$ cat src/sv/vpfc_pkg.sv
`timescale 1ns / 1ps
// Shared types, codes, coefficients and arithmetic helpers for the pixel format converter.
// No dependencies; every other file of the block uses this package.
package vpfc_pkg;

    localparam int BYTE_W = 8;
    localparam int MODE_W = 2;
    localparam int OP_W   = 2;
    localparam int COEF_W = 16;
    localparam int SUM_W  = 25;   // holds any signed Q15 sum of three weighted bytes
    localparam int QUO_W  = 11;   // holds a quotient plus the chroma offset, signed

    localparam int Q15_SHIFT   = 15;
    localparam int Q15_ROUND   = 32767;
    localparam int CHROMA_BIAS = 128;
    localparam int BYTE_MAX    = 255;

    localparam int QUEUE_DEPTH = 2;
    localparam int QUEUE_AW    = 1;
    localparam int CNT_W       = QUEUE_AW + 1;

    // Source modes as written to the mode register.
    localparam logic [MODE_W-1:0] MODE_YUV422 = 2'd0;
    localparam logic [MODE_W-1:0] MODE_YUV411 = 2'd1;
    localparam logic [MODE_W-1:0] MODE_RGB    = 2'd2;

    // Work classes decided at the front.
    localparam logic [OP_W-1:0] OP_PASS  = 2'd0;
    localparam logic [OP_W-1:0] OP_SPLIT = 2'd1;
    localparam logic [OP_W-1:0] OP_RGB   = 2'd2;

    // Coefficients, row by row for Y, U, V; columns are R, G, B.
    localparam int NUM_COEF = 9;
    localparam logic signed [COEF_W-1:0] COEF [0:NUM_COEF-1] = '{
        16'sd9798,   16'sd19235,  16'sd3736,
        -16'sd4784,  -16'sd9437,  16'sd14221,
        16'sd20218,  -16'sd16941, -16'sd3277
    };

    typedef logic [BYTE_W-1:0] byte_t;

    typedef struct packed {
        logic [OP_W-1:0] op;
        byte_t           a;
        byte_t           b;
        byte_t           c;
        byte_t           d;
        byte_t           e;
        byte_t           f;
        logic            fe;
    } item_t;

    typedef struct packed {
        byte_t y0;
        byte_t u;
        byte_t y1;
        byte_t v;
        logic  last;
        logic  fe;
    } grp_t;

    function automatic logic signed [SUM_W-1:0] coef_mul(
        input byte_t x,
        input logic signed [COEF_W-1:0] k
    );
        logic signed [SUM_W-1:0] xs;
        logic signed [SUM_W-1:0] ks;
        xs = $signed({{(SUM_W-BYTE_W){1'b0}}, x});
        ks = SUM_W'(k);
        coef_mul = xs * ks;
    endfunction

    // Truncating division by 2^15, optional chroma offset, clamp to a byte.
    function automatic byte_t q15_to_byte(
        input logic signed [SUM_W-1:0] s,
        input logic bias
    );
        logic signed [SUM_W-1:0] adj;
        logic signed [QUO_W-1:0] q;
        adj = s[SUM_W-1] ? (s + SUM_W'(Q15_ROUND)) : s;
        q   = QUO_W'(adj >>> Q15_SHIFT);
        if (bias)
        begin
            q = q + QUO_W'(CHROMA_BIAS);
        end
        if (q < 0)
        begin
            q15_to_byte = '0;
        end
        else if (q > QUO_W'(BYTE_MAX))
        begin
            q15_to_byte = byte_t'(BYTE_MAX);
        end
        else
        begin
            q15_to_byte = q[BYTE_W-1:0];
        end
    endfunction

endpackage

$ cat src/sv/vpfc_if.sv
`timescale 1ns / 1ps
// Valid/ready channel interfaces: source pixel bytes in, YUYV groups out.
// Depends on vpfc_pkg for the byte width.
interface vpfc_pix_if;
    logic                          valid;
    logic                          ready;
    logic [vpfc_pkg::BYTE_W-1:0]   in_byte_a;
    logic [vpfc_pkg::BYTE_W-1:0]   in_byte_b;
    logic [vpfc_pkg::BYTE_W-1:0]   in_byte_c;
    logic [vpfc_pkg::BYTE_W-1:0]   in_byte_d;
    logic [vpfc_pkg::BYTE_W-1:0]   in_byte_e;
    logic [vpfc_pkg::BYTE_W-1:0]   in_byte_f;
    logic                          frame_end;

    modport source (
        output valid, in_byte_a, in_byte_b, in_byte_c, in_byte_d, in_byte_e, in_byte_f,
               frame_end,
        input  ready
    );
    modport sink (
        input  valid, in_byte_a, in_byte_b, in_byte_c, in_byte_d, in_byte_e, in_byte_f,
               frame_end,
        output ready
    );
endinterface

interface vpfc_grp_if;
    logic                          valid;
    logic                          ready;
    logic [vpfc_pkg::BYTE_W-1:0]   out_luma_first;
    logic [vpfc_pkg::BYTE_W-1:0]   out_chroma_blue;
    logic [vpfc_pkg::BYTE_W-1:0]   out_luma_second;
    logic [vpfc_pkg::BYTE_W-1:0]   out_chroma_red;
    logic                          last_of_run;
    logic                          frame_end_out;

    modport source (
        output valid, out_luma_first, out_chroma_blue, out_luma_second, out_chroma_red,
               last_of_run, frame_end_out,
        input  ready
    );
    modport sink (
        input  valid, out_luma_first, out_chroma_blue, out_luma_second, out_chroma_red,
               last_of_run, frame_end_out,
        output ready
    );
endinterface

$ cat src/sv/vpfc_queue.sv
`timescale 1ns / 1ps
// Two-entry queue of classified items between the front and back parts.
// Depends on vpfc_pkg for the item type and depth.
module vpfc_queue (
    input  logic            clk,
    input  logic            rst_n,
    input  logic            push,
    input  vpfc_pkg::item_t push_data,
    output logic            full,
    input  logic            pop,
    output logic            empty,
    output vpfc_pkg::item_t pop_data
);

    vpfc_pkg::item_t                  mem_reg [0:vpfc_pkg::QUEUE_DEPTH-1];
    logic [vpfc_pkg::QUEUE_AW-1:0]    wr_ptr_reg;
    logic [vpfc_pkg::QUEUE_AW-1:0]    rd_ptr_reg;
    logic [vpfc_pkg::CNT_W-1:0]       count_reg;
    logic [vpfc_pkg::CNT_W-1:0]       count_next;

    assign full     = (count_reg == vpfc_pkg::CNT_W'(vpfc_pkg::QUEUE_DEPTH));
    assign empty    = (count_reg == '0);
    assign pop_data = mem_reg[rd_ptr_reg];

    always_comb
    begin
        count_next = count_reg;
        if (push && !pop)
        begin
            count_next = count_reg + 1'b1;
        end
        else if (pop && !push)
        begin
            count_next = count_reg - 1'b1;
        end
    end

    always_ff @(posedge clk or negedge rst_n)
    begin
        if (!rst_n)
        begin
            wr_ptr_reg <= '0;
            rd_ptr_reg <= '0;
            count_reg  <= '0;
        end
        else
        begin
            count_reg <= count_next;
            if (push)
            begin
                wr_ptr_reg <= wr_ptr_reg + 1'b1;
            end
            if (pop)
            begin
                rd_ptr_reg <= rd_ptr_reg + 1'b1;
            end
        end
    end

    always_ff @(posedge clk)
    begin
        if (push)
        begin
            mem_reg[wr_ptr_reg] <= push_data;
        end
    end

endmodule

$ cat src/sv/vpfc_front.sv
`timescale 1ns / 1ps
// Front part: holds the mode register, accepts pixel transfers and classifies them.
// Depends on vpfc_pkg and the vpfc_pix_if interface.
module vpfc_front (
    input  logic                         clk,
    input  logic                         rst_n,
    vpfc_pix_if.sink                     pixels,
    input  logic                         cfg_we,
    input  logic [vpfc_pkg::MODE_W-1:0]  cfg_data,
    output logic                         push,
    output vpfc_pkg::item_t              push_data,
    input  logic                         full
);

    logic [vpfc_pkg::MODE_W-1:0] mode_reg;
    logic                        valid_reg;
    vpfc_pkg::item_t             item_reg;
    vpfc_pkg::item_t             item_next;
    logic                        take;

    assign push         = valid_reg && !full;
    assign push_data    = item_reg;
    assign pixels.ready = !valid_reg || !full;
    assign take         = pixels.valid && pixels.ready;

    always_comb
    begin
        item_next.a  = pixels.in_byte_a;
        item_next.b  = pixels.in_byte_b;
        item_next.c  = pixels.in_byte_c;
        item_next.d  = pixels.in_byte_d;
        item_next.e  = pixels.in_byte_e;
        item_next.f  = pixels.in_byte_f;
        item_next.fe = pixels.frame_end;
        case (mode_reg)
            vpfc_pkg::MODE_YUV411: item_next.op = vpfc_pkg::OP_SPLIT;
            vpfc_pkg::MODE_RGB:    item_next.op = vpfc_pkg::OP_RGB;
            default:               item_next.op = vpfc_pkg::OP_PASS;
        endcase
    end

    always_ff @(posedge clk or negedge rst_n)
    begin
        if (!rst_n)
        begin
            mode_reg  <= vpfc_pkg::MODE_YUV422;
            valid_reg <= 1'b0;
        end
        else
        begin
            if (cfg_we)
            begin
                mode_reg <= cfg_data;
            end
            if (pixels.ready)
            begin
                valid_reg <= pixels.valid;
            end
        end
    end

    always_ff @(posedge clk)
    begin
        if (take)
        begin
            item_reg <= item_next;
        end
    end

endmodule

$ cat src/sv/vpfc_back.sv
`timescale 1ns / 1ps
// Back part: issues YUYV groups from the queue head and runs the four-stage Q15 pipeline.
// Depends on vpfc_pkg and the vpfc_grp_if interface.
module vpfc_back (
    input  logic            clk,
    input  logic            rst_n,
    input  logic            empty,
    input  vpfc_pkg::item_t head,
    output logic            pop,
    vpfc_grp_if.source      groups
);

    localparam int NUM_PROD = 2 * vpfc_pkg::NUM_COEF;
    localparam int NUM_SUM  = 6;

    logic phase_reg;
    logic issue;
    logic split_first;
    vpfc_pkg::grp_t issue_grp;
    vpfc_pkg::byte_t px [0:5];

    logic s1_ready, s2_ready, s3_ready, s4_ready;
    logic s1_valid_reg, s2_valid_reg, s3_valid_reg, s4_valid_reg;
    logic s1_rgb_reg, s2_rgb_reg, s3_rgb_reg;
    vpfc_pkg::grp_t s1_grp_reg, s2_grp_reg, s3_grp_reg, s4_grp_reg;
    logic signed [vpfc_pkg::SUM_W-1:0] s1_prod_reg [0:NUM_PROD-1];
    logic signed [vpfc_pkg::SUM_W-1:0] prod_next   [0:NUM_PROD-1];
    logic signed [vpfc_pkg::SUM_W-1:0] s2_sum_reg  [0:NUM_SUM-1];
    logic signed [vpfc_pkg::SUM_W-1:0] sum_next    [0:NUM_SUM-1];
    vpfc_pkg::byte_t                   s3_yuv_reg  [0:NUM_SUM-1];
    vpfc_pkg::byte_t                   yuv_next    [0:NUM_SUM-1];
    vpfc_pkg::grp_t                    out_next;
    logic [vpfc_pkg::BYTE_W:0]         u_pair;
    logic [vpfc_pkg::BYTE_W:0]         v_pair;

    // Ready chain runs back from the output register.
    assign s4_ready = !s4_valid_reg || groups.ready;
    assign s3_ready = !s3_valid_reg || s4_ready;
    assign s2_ready = !s2_valid_reg || s3_ready;
    assign s1_ready = !s1_valid_reg || s2_ready;

    assign split_first = (head.op == vpfc_pkg::OP_SPLIT) && !phase_reg;
    assign issue       = !empty && s1_ready;
    assign pop         = issue && !split_first;

    always_comb
    begin
        px[0] = head.a;
        px[1] = head.b;
        px[2] = head.c;
        px[3] = head.d;
        px[4] = head.e;
        px[5] = head.f;
    end

    // A 4:1:1 item leaves as two groups that share its chroma bytes.
    always_comb
    begin
        issue_grp.last = 1'b1;
        issue_grp.fe   = head.fe;
        case (head.op)
            vpfc_pkg::OP_SPLIT:
            begin
                issue_grp.u = head.a;
                issue_grp.v = head.d;
                if (!phase_reg)
                begin
                    issue_grp.y0   = head.b;
                    issue_grp.y1   = head.c;
                    issue_grp.last = 1'b0;
                    issue_grp.fe   = 1'b0;
                end
                else
                begin
                    issue_grp.y0 = head.e;
                    issue_grp.y1 = head.f;
                end
            end
            default:
            begin
                issue_grp.y0 = head.a;
                issue_grp.u  = head.b;
                issue_grp.y1 = head.c;
                issue_grp.v  = head.d;
            end
        endcase
    end

    always_comb
    begin
        for (int p = 0; p < 2; p++)
        begin
            for (int k = 0; k < 3; k++)
            begin
                for (int c = 0; c < 3; c++)
                begin
                    prod_next[p * 9 + k * 3 + c] =
                        vpfc_pkg::coef_mul(px[p * 3 + c], vpfc_pkg::COEF[k * 3 + c]);
                end
            end
        end
    end

    // Sum order: Y0, U0, V0, Y1, U1, V1.
    always_comb
    begin
        for (int i = 0; i < NUM_SUM; i++)
        begin
            sum_next[i] = s1_prod_reg[i * 3] + s1_prod_reg[i * 3 + 1]
                        + s1_prod_reg[i * 3 + 2];
        end
    end

    always_comb
    begin
        for (int i = 0; i < NUM_SUM; i++)
        begin
            yuv_next[i] = vpfc_pkg::q15_to_byte(s2_sum_reg[i], (i % 3) != 0);
        end
    end

    always_comb
    begin
        u_pair   = {1'b0, s3_yuv_reg[1]} + {1'b0, s3_yuv_reg[4]};
        v_pair   = {1'b0, s3_yuv_reg[2]} + {1'b0, s3_yuv_reg[5]};
        out_next = s3_grp_reg;
        if (s3_rgb_reg)
        begin
            out_next.y0 = s3_yuv_reg[0];
            out_next.u  = u_pair[vpfc_pkg::BYTE_W:1];
            out_next.y1 = s3_yuv_reg[3];
            out_next.v  = v_pair[vpfc_pkg::BYTE_W:1];
        end
    end

    always_ff @(posedge clk or negedge rst_n)
    begin
        if (!rst_n)
        begin
            phase_reg    <= 1'b0;
            s1_valid_reg <= 1'b0;
            s2_valid_reg <= 1'b0;
            s3_valid_reg <= 1'b0;
            s4_valid_reg <= 1'b0;
        end
        else
        begin
            if (issue && (head.op == vpfc_pkg::OP_SPLIT))
            begin
                phase_reg <= !phase_reg;
            end
            if (s1_ready)
            begin
                s1_valid_reg <= issue;
            end
            if (s2_ready)
            begin
                s2_valid_reg <= s1_valid_reg;
            end
            if (s3_ready)
            begin
                s3_valid_reg <= s2_valid_reg;
            end
            if (s4_ready)
            begin
                s4_valid_reg <= s3_valid_reg;
            end
        end
    end

    always_ff @(posedge clk)
    begin
        if (issue)
        begin
            s1_grp_reg  <= issue_grp;
            s1_rgb_reg  <= (head.op == vpfc_pkg::OP_RGB);
            s1_prod_reg <= prod_next;
        end
        if (s2_ready && s1_valid_reg)
        begin
            s2_grp_reg <= s1_grp_reg;
            s2_rgb_reg <= s1_rgb_reg;
            s2_sum_reg <= sum_next;
        end
        if (s3_ready && s2_valid_reg)
        begin
            s3_grp_reg <= s2_grp_reg;
            s3_rgb_reg <= s2_rgb_reg;
            s3_yuv_reg <= yuv_next;
        end
        if (s4_ready && s3_valid_reg)
        begin
            s4_grp_reg <= out_next;
        end
    end

    assign groups.valid           = s4_valid_reg;
    assign groups.out_luma_first  = s4_grp_reg.y0;
    assign groups.out_chroma_blue = s4_grp_reg.u;
    assign groups.out_luma_second = s4_grp_reg.y1;
    assign groups.out_chroma_red  = s4_grp_reg.v;
    assign groups.last_of_run     = s4_grp_reg.last;
    assign groups.frame_end_out   = s4_grp_reg.fe;

endmodule

$ cat src/sv/video_pixel_format_converter_unit.sv
`timescale 1ns / 1ps
// Top level of the camera pixel format converter producing packed YUYV 4:2:2 groups.
// Depends on vpfc_pkg, vpfc_if, vpfc_front, vpfc_queue and vpfc_back.
//
// Usage:
// The pixels channel takes one transfer of six source bytes plus a frame-end mark.
// The groups channel delivers YUYV groups (Y0, U, Y1, V), with last_of_run set on the
// final group caused by a source transfer and frame_end_out copying the frame-end mark there.
// The two-bit source mode is written through cfg_we/cfg_data while the block is idle:
// 0 passes the first four bytes through, 1 splits a 4:1:1 transfer into two groups,
// 2 converts two RGB pixels with Q15 coefficients; code 3 acts as pass-through.
// A pixel transfer passes the front register, the queue and the four back stages.
// While the receiver takes groups, the block accepts one source transfer per cycle in
// modes 0, 2 and 3; in mode 1 the back part issues one group per cycle from the queue head.
// Reset clears the mode to pass-through and empties every stage; nothing is in flight.
// When the receiver stalls, the output register holds its group, the four back stages,
// the two-entry queue and the front register fill up, and only then does pixels.ready drop.
module video_pixel_format_converter_unit (
    input  logic                         clk,
    input  logic                         rst_n,
    vpfc_pix_if.sink                     pixels,
    vpfc_grp_if.source                   groups,
    input  logic                         cfg_we,
    input  logic [vpfc_pkg::MODE_W-1:0]  cfg_data
);

    // Front-to-queue and queue-to-back hand-off.
    logic            push;
    logic            full;
    logic            pop;
    logic            empty;
    vpfc_pkg::item_t push_data;
    vpfc_pkg::item_t head;

    // The front registers each accepted transfer with its work class, taken from the
    // mode register at acceptance time.
    vpfc_front u_front (
        .clk       (clk),
        .rst_n     (rst_n),
        .pixels    (pixels),
        .cfg_we    (cfg_we),
        .cfg_data  (cfg_data),
        .push      (push),
        .push_data (push_data),
        .full      (full)
    );

    // The queue decouples acceptance from the group sequencer, so a 4:1:1 item being
    // split does not stall the input side right away.
    vpfc_queue u_queue (
        .clk       (clk),
        .rst_n     (rst_n),
        .push      (push),
        .push_data (push_data),
        .full      (full),
        .pop       (pop),
        .empty     (empty),
        .pop_data  (head)
    );

    // The back part issues groups and runs products, sums, divide-and-clamp and the
    // chroma averaging in separate stages, ending in the output register.
    vpfc_back u_back (
        .clk    (clk),
        .rst_n  (rst_n),
        .empty  (empty),
        .head   (head),
        .pop    (pop),
        .groups (groups)
    );

endmodule

$ cat src/flat_wrapper.sv
// flat-port wrapper written by rule: the top's interface ports become plain ports
module video_pixel_format_converter_unit_flat 
  (clk, rst_n, cfg_we, cfg_data, pixels_valid, pixels_in_byte_a, pixels_in_byte_b, pixels_in_byte_c, pixels_in_byte_d, pixels_in_byte_e, pixels_in_byte_f, pixels_frame_end, pixels_ready, groups_valid, groups_out_luma_first, groups_out_chroma_blue, groups_out_luma_second, groups_out_chroma_red, groups_last_of_run, groups_frame_end_out, groups_ready);
  vpfc_pix_if pixels_i ();
  vpfc_grp_if groups_i ();
  input  logic clk;
  input  logic rst_n;
  input  logic cfg_we;
  input  logic [vpfc_pkg::MODE_W-1:0] cfg_data;
  input wire logic [$bits(pixels_i.valid)-1:0] pixels_valid;
  input wire logic [$bits(pixels_i.in_byte_a)-1:0] pixels_in_byte_a;
  input wire logic [$bits(pixels_i.in_byte_b)-1:0] pixels_in_byte_b;
  input wire logic [$bits(pixels_i.in_byte_c)-1:0] pixels_in_byte_c;
  input wire logic [$bits(pixels_i.in_byte_d)-1:0] pixels_in_byte_d;
  input wire logic [$bits(pixels_i.in_byte_e)-1:0] pixels_in_byte_e;
  input wire logic [$bits(pixels_i.in_byte_f)-1:0] pixels_in_byte_f;
  input wire logic [$bits(pixels_i.frame_end)-1:0] pixels_frame_end;
  output wire logic [$bits(pixels_i.ready)-1:0] pixels_ready;
  output wire logic [$bits(groups_i.valid)-1:0] groups_valid;
  output wire logic [$bits(groups_i.out_luma_first)-1:0] groups_out_luma_first;
  output wire logic [$bits(groups_i.out_chroma_blue)-1:0] groups_out_chroma_blue;
  output wire logic [$bits(groups_i.out_luma_second)-1:0] groups_out_luma_second;
  output wire logic [$bits(groups_i.out_chroma_red)-1:0] groups_out_chroma_red;
  output wire logic [$bits(groups_i.last_of_run)-1:0] groups_last_of_run;
  output wire logic [$bits(groups_i.frame_end_out)-1:0] groups_frame_end_out;
  input wire logic [$bits(groups_i.ready)-1:0] groups_ready;
  assign pixels_i.valid = pixels_valid;
  assign pixels_i.in_byte_a = pixels_in_byte_a;
  assign pixels_i.in_byte_b = pixels_in_byte_b;
  assign pixels_i.in_byte_c = pixels_in_byte_c;
  assign pixels_i.in_byte_d = pixels_in_byte_d;
  assign pixels_i.in_byte_e = pixels_in_byte_e;
  assign pixels_i.in_byte_f = pixels_in_byte_f;
  assign pixels_i.frame_end = pixels_frame_end;
  assign pixels_ready = pixels_i.ready;
  assign groups_valid = groups_i.valid;
  assign groups_out_luma_first = groups_i.out_luma_first;
  assign groups_out_chroma_blue = groups_i.out_chroma_blue;
  assign groups_out_luma_second = groups_i.out_luma_second;
  assign groups_out_chroma_red = groups_i.out_chroma_red;
  assign groups_last_of_run = groups_i.last_of_run;
  assign groups_frame_end_out = groups_i.frame_end_out;
  assign groups_i.ready = groups_ready;
  video_pixel_format_converter_unit u_core (.clk(clk), .rst_n(rst_n), .pixels(pixels_i), .groups(groups_i), .cfg_we(cfg_we), .cfg_data(cfg_data));
endmodule
$ cat config.mk
export PLATFORM = sky130hd
export DESIGN_NAME = video_pixel_format_converter_unit_flat
export DESIGN_NICKNAME = d
export VERILOG_FILES = /design/src/sv/vpfc_pkg.sv /design/src/sv/vpfc_if.sv /design/src/sv/vpfc_queue.sv /design/src/sv/vpfc_front.sv /design/src/sv/vpfc_back.sv /design/src/sv/video_pixel_format_converter_unit.sv /design/src/flat_wrapper.sv
export SDC_FILE = /design/constraint.sdc
export NUM_CORES = 2
export LEC_CHECK = 0
export BUFFER_PORTS_ARGS = -buffer_cell sky130_fd_sc_hd__buf_2
export CORE_ASPECT_RATIO = 1.4
export CORE_MARGIN = 2
export CORE_UTILIZATION = 60
export CTS_CLUSTER_DIAMETER = 60
export DETAILED_ROUTE_END_ITERATION = 6
export GPL_ROUTABILITY_DRIVEN = 0
export GPL_TIMING_DRIVEN = 0
export PLACE_DENSITY = 0.87
export SLEW_MARGIN = 20
export SYNTH_ARGS = -nofsm -noshare
export SYNTH_HDL_FRONTEND = slang
export SYNTH_SLANG_ARGS = --single-unit
$ cat constraint.sdc
create_clock -name clk -period 31.1 [get_ports clk]
set_input_delay 1.555 -clock clk [delete_from_list [all_inputs] [get_ports clk]]
set_output_delay 1.555 -clock clk [all_outputs]
set_load 0.01 [all_outputs]
==> reports/results.ini <==
[run_status]
status=complete, but fails checks
failed_checks=DRC

[synthesis]
synthAdderAreaFrac_pct=35.2
synth-seq-cells=826
post_synth_inst_count=5870
netlist_area_um2=68000
synthTopCellsByArea=edfxtp_1 36%, fa_1 18%, ha_1 17%, inv_1 6.0%, xnor2_1 4.1%
synth.area.mux_share_pct=1.35
synth_top_family_by_area=adder cells
seq_area_frac_synth_pct=36.4
syn_nets=7473
synth_ff_type=edfxtp_1
synth_edf_count=814
synth_compound_area_share_pct=8.57
async_reset_ff_share_pct=1.45
synth_top_area_share_pct=35.9
yosysWarnings=0
synth-simple-area-share_pct=7.08
yosysUniqueCellTypes=71
avgSynthCellArea_um2=11.6
yosys.area.top_type=edfxtp_1
synthXorXnorAreaFrac_pct=5.24

[sta]
worstMarginPinSlew_ns=1.22
fmax_mhz=112
drv_slew=0
hold_violations=0
setup_violations=0
fin_crit_sh_pct=28.6
holdWs_ns=0.374
finClkSkew_ns=0.0845
period_needed_ns=8.90
maxSlewHeadroom_pct=16.3
rsz0062_at_grt=false

[clocking]
cts_setup_buffers=0
cts-root-buf=clkbuf_16
cts_resized=0
htree_levels=3
cts_hold_buffers=0
cts_max_path_buffers=3
clkSinkCount=826
clk_latency_ns=0.74
cts_tree=yes
clk_pin_slew_ns=0.07
cts_buffers=83

[detailed_routing]
wirelength_mm=178
drc=1
drt.antenna.violating_nets=0
vias_per_cell=6.09
drtPass1Iterations=7
wire_per_inst_um=23.3
drtIter0Drc=4037
vias=46500

[critical_path]
cp_num_buf_inv=8
cp_max_fo=11
cp.depth=18
path_class=flip-flop to flip-flop
slowest_delay_ns=0.89
crit_required_ns=31.52
crit_family=buffers and inverters
startpoint_type=flip-flop
timing.critical_path.mode_cell=inv_1
path_cells=clkbuf_1, clkbuf_1, buf_1, mux2i_2, inv_1, fa_1, inv_1, fa_1, inv_1, fa_1, inv_1, fa_1, inv_1, ha_1, and3_1, a2111oi_0, nor2_1, a211oi_1
reg2regPathDepth=18
cp_slowest_cell=mux2i_2
cp_data_arrival_time_ns=9.32
critPathCaptureType=flip-flop

[placement]
dp_hpwl_mm=139
place.port_buffers=91

[global_route]
grt_antenna_before_repair=17
grt_max_degree=52
grt-ovfl-total=0
grt_pass1_wl_mm=273
grtUsageTotal_pct=31.3
grt_pass1_vias=49500

[min_path]
hold_depth=0
hp-class=flip-flop to flip-flop

[flow_run]
drv_cap=0

[finish]
largest_reg_flops=358
num-nets-final=7679
final_common_cell=inv_1
syn2layout_area_growth_pct=8.88
fin_util_pct=65.7
final_layout_size_suffix_gt1_share_pct=6.18
mostFrequentLayoutCells=1092 x inv_1, 937 x ha_1, 814 x edfxtp_1, 610 x fa_1, 317 x xnor2_1

[floorplan]
die_x_um=289
die-height_um=402
die_area_um2=116000
core_um2=113000
fp-row-count=146
start_util_pct=60.3
ios=92

-- path summary, 6_finish.rpt --
kind	startpoint	end	slack (ns)
worst max-delay path	u_core.u_queue.rd_ptr_reg	u_core.u_back.s1_prod_reg[148]	22.20
worst min-delay path	u_core.u_back.s2_grp_reg[19]	u_core.u_back.s3_grp_reg[19]	0.37
worst max register to register	u_core.u_queue.rd_ptr_reg	u_core.u_back.s1_prod_reg[148]	22.20
worst min register to register	u_core.u_back.s2_grp_reg[19]	u_core.u_back.s3_grp_reg[19]	0.37
max in group asynchronous	rst_n	u_core.u_queue.count_reg[1]	30.18
min in group asynchronous	rst_n	u_core.u_back.s2_valid_reg	0.69
-- metal layers --
layer | track usage, % | vias up | wire length (um)
met1 | 32.7 | 22500 | 57900
met3 | 5.88 | 867 | 13100
met4 | 30.4 | 10 | 21400
met5 | 0 | - | 62
met2 | 52.3 | 2391 | 85700
li1 | - | 20700 | -
-- kinds of logic after synthesis --
family,Yosys count
and+or+nand+nor,979
adders and majority gates,1547
AOI/OAI and AO/OA,904
DFF,826
muxes,87
xor gates and xnor gates,407
buffers and inverters,1120
-- cell usage after synthesis, types with 15 or more instances --
library cell,instances
a21o_1,82
ha_1,937
xnor2_1,317
and3_1,50
nor4_1,26
o31ai_1,22
edfxtp_1,814
a21boi_0,19
a2111oi_0,15
mux2_2,39
nor2b_1,53
nand2b_1,48
o21ai_0,167
nor3_1,102
clkbuf_1,21
nand4_1,21
nor2_1,277
and2_1,24
xor2_1,90
or2_2,46
o311ai_0,15
o21a_1,39
a211oi_1,46
or3_1,40
inv_1,1092
mux2i_1,48
o211ai_1,34
a21oi_1,299
nand3_1,84
nand2_1,177
a31oi_1,30
o21bai_1,37
fa_1,610
-- layout make-up --
type | instances | area [um^2]
Antenna cell | 11 | 27.5
Buffer | 27 | 104
Clock buffer | 92 | 2110
Clock inverter | 61 | 768
Fill cell | 7391 | 38700
Inverter | 1093 | 4100
Multi-Input combinational cell | 3924 | 39100
Sequential cell | 826 | 24700
Tap cell | 1480 | 1850
Timing Repair Buffer | 121 | 1200
-- metrics by stage --
step	area [um^2]	cells	TNS (ns)	setup WS (ns)
3_3_place_gp	70300	7441	-3.74	-1.59
6_report	74000	7635	0	22.20
2_1_floorplan	68000	5870	0	7.32
4_1_cts	74000	7623	0	22.03
5_1_grt	74000	7633	0	21.97
3_5_place_dp	71100	7470	0	22.15
Power is not shown: default switching activity piles up to over one toggle a cycle in this logic, so the estimate is an artifact.
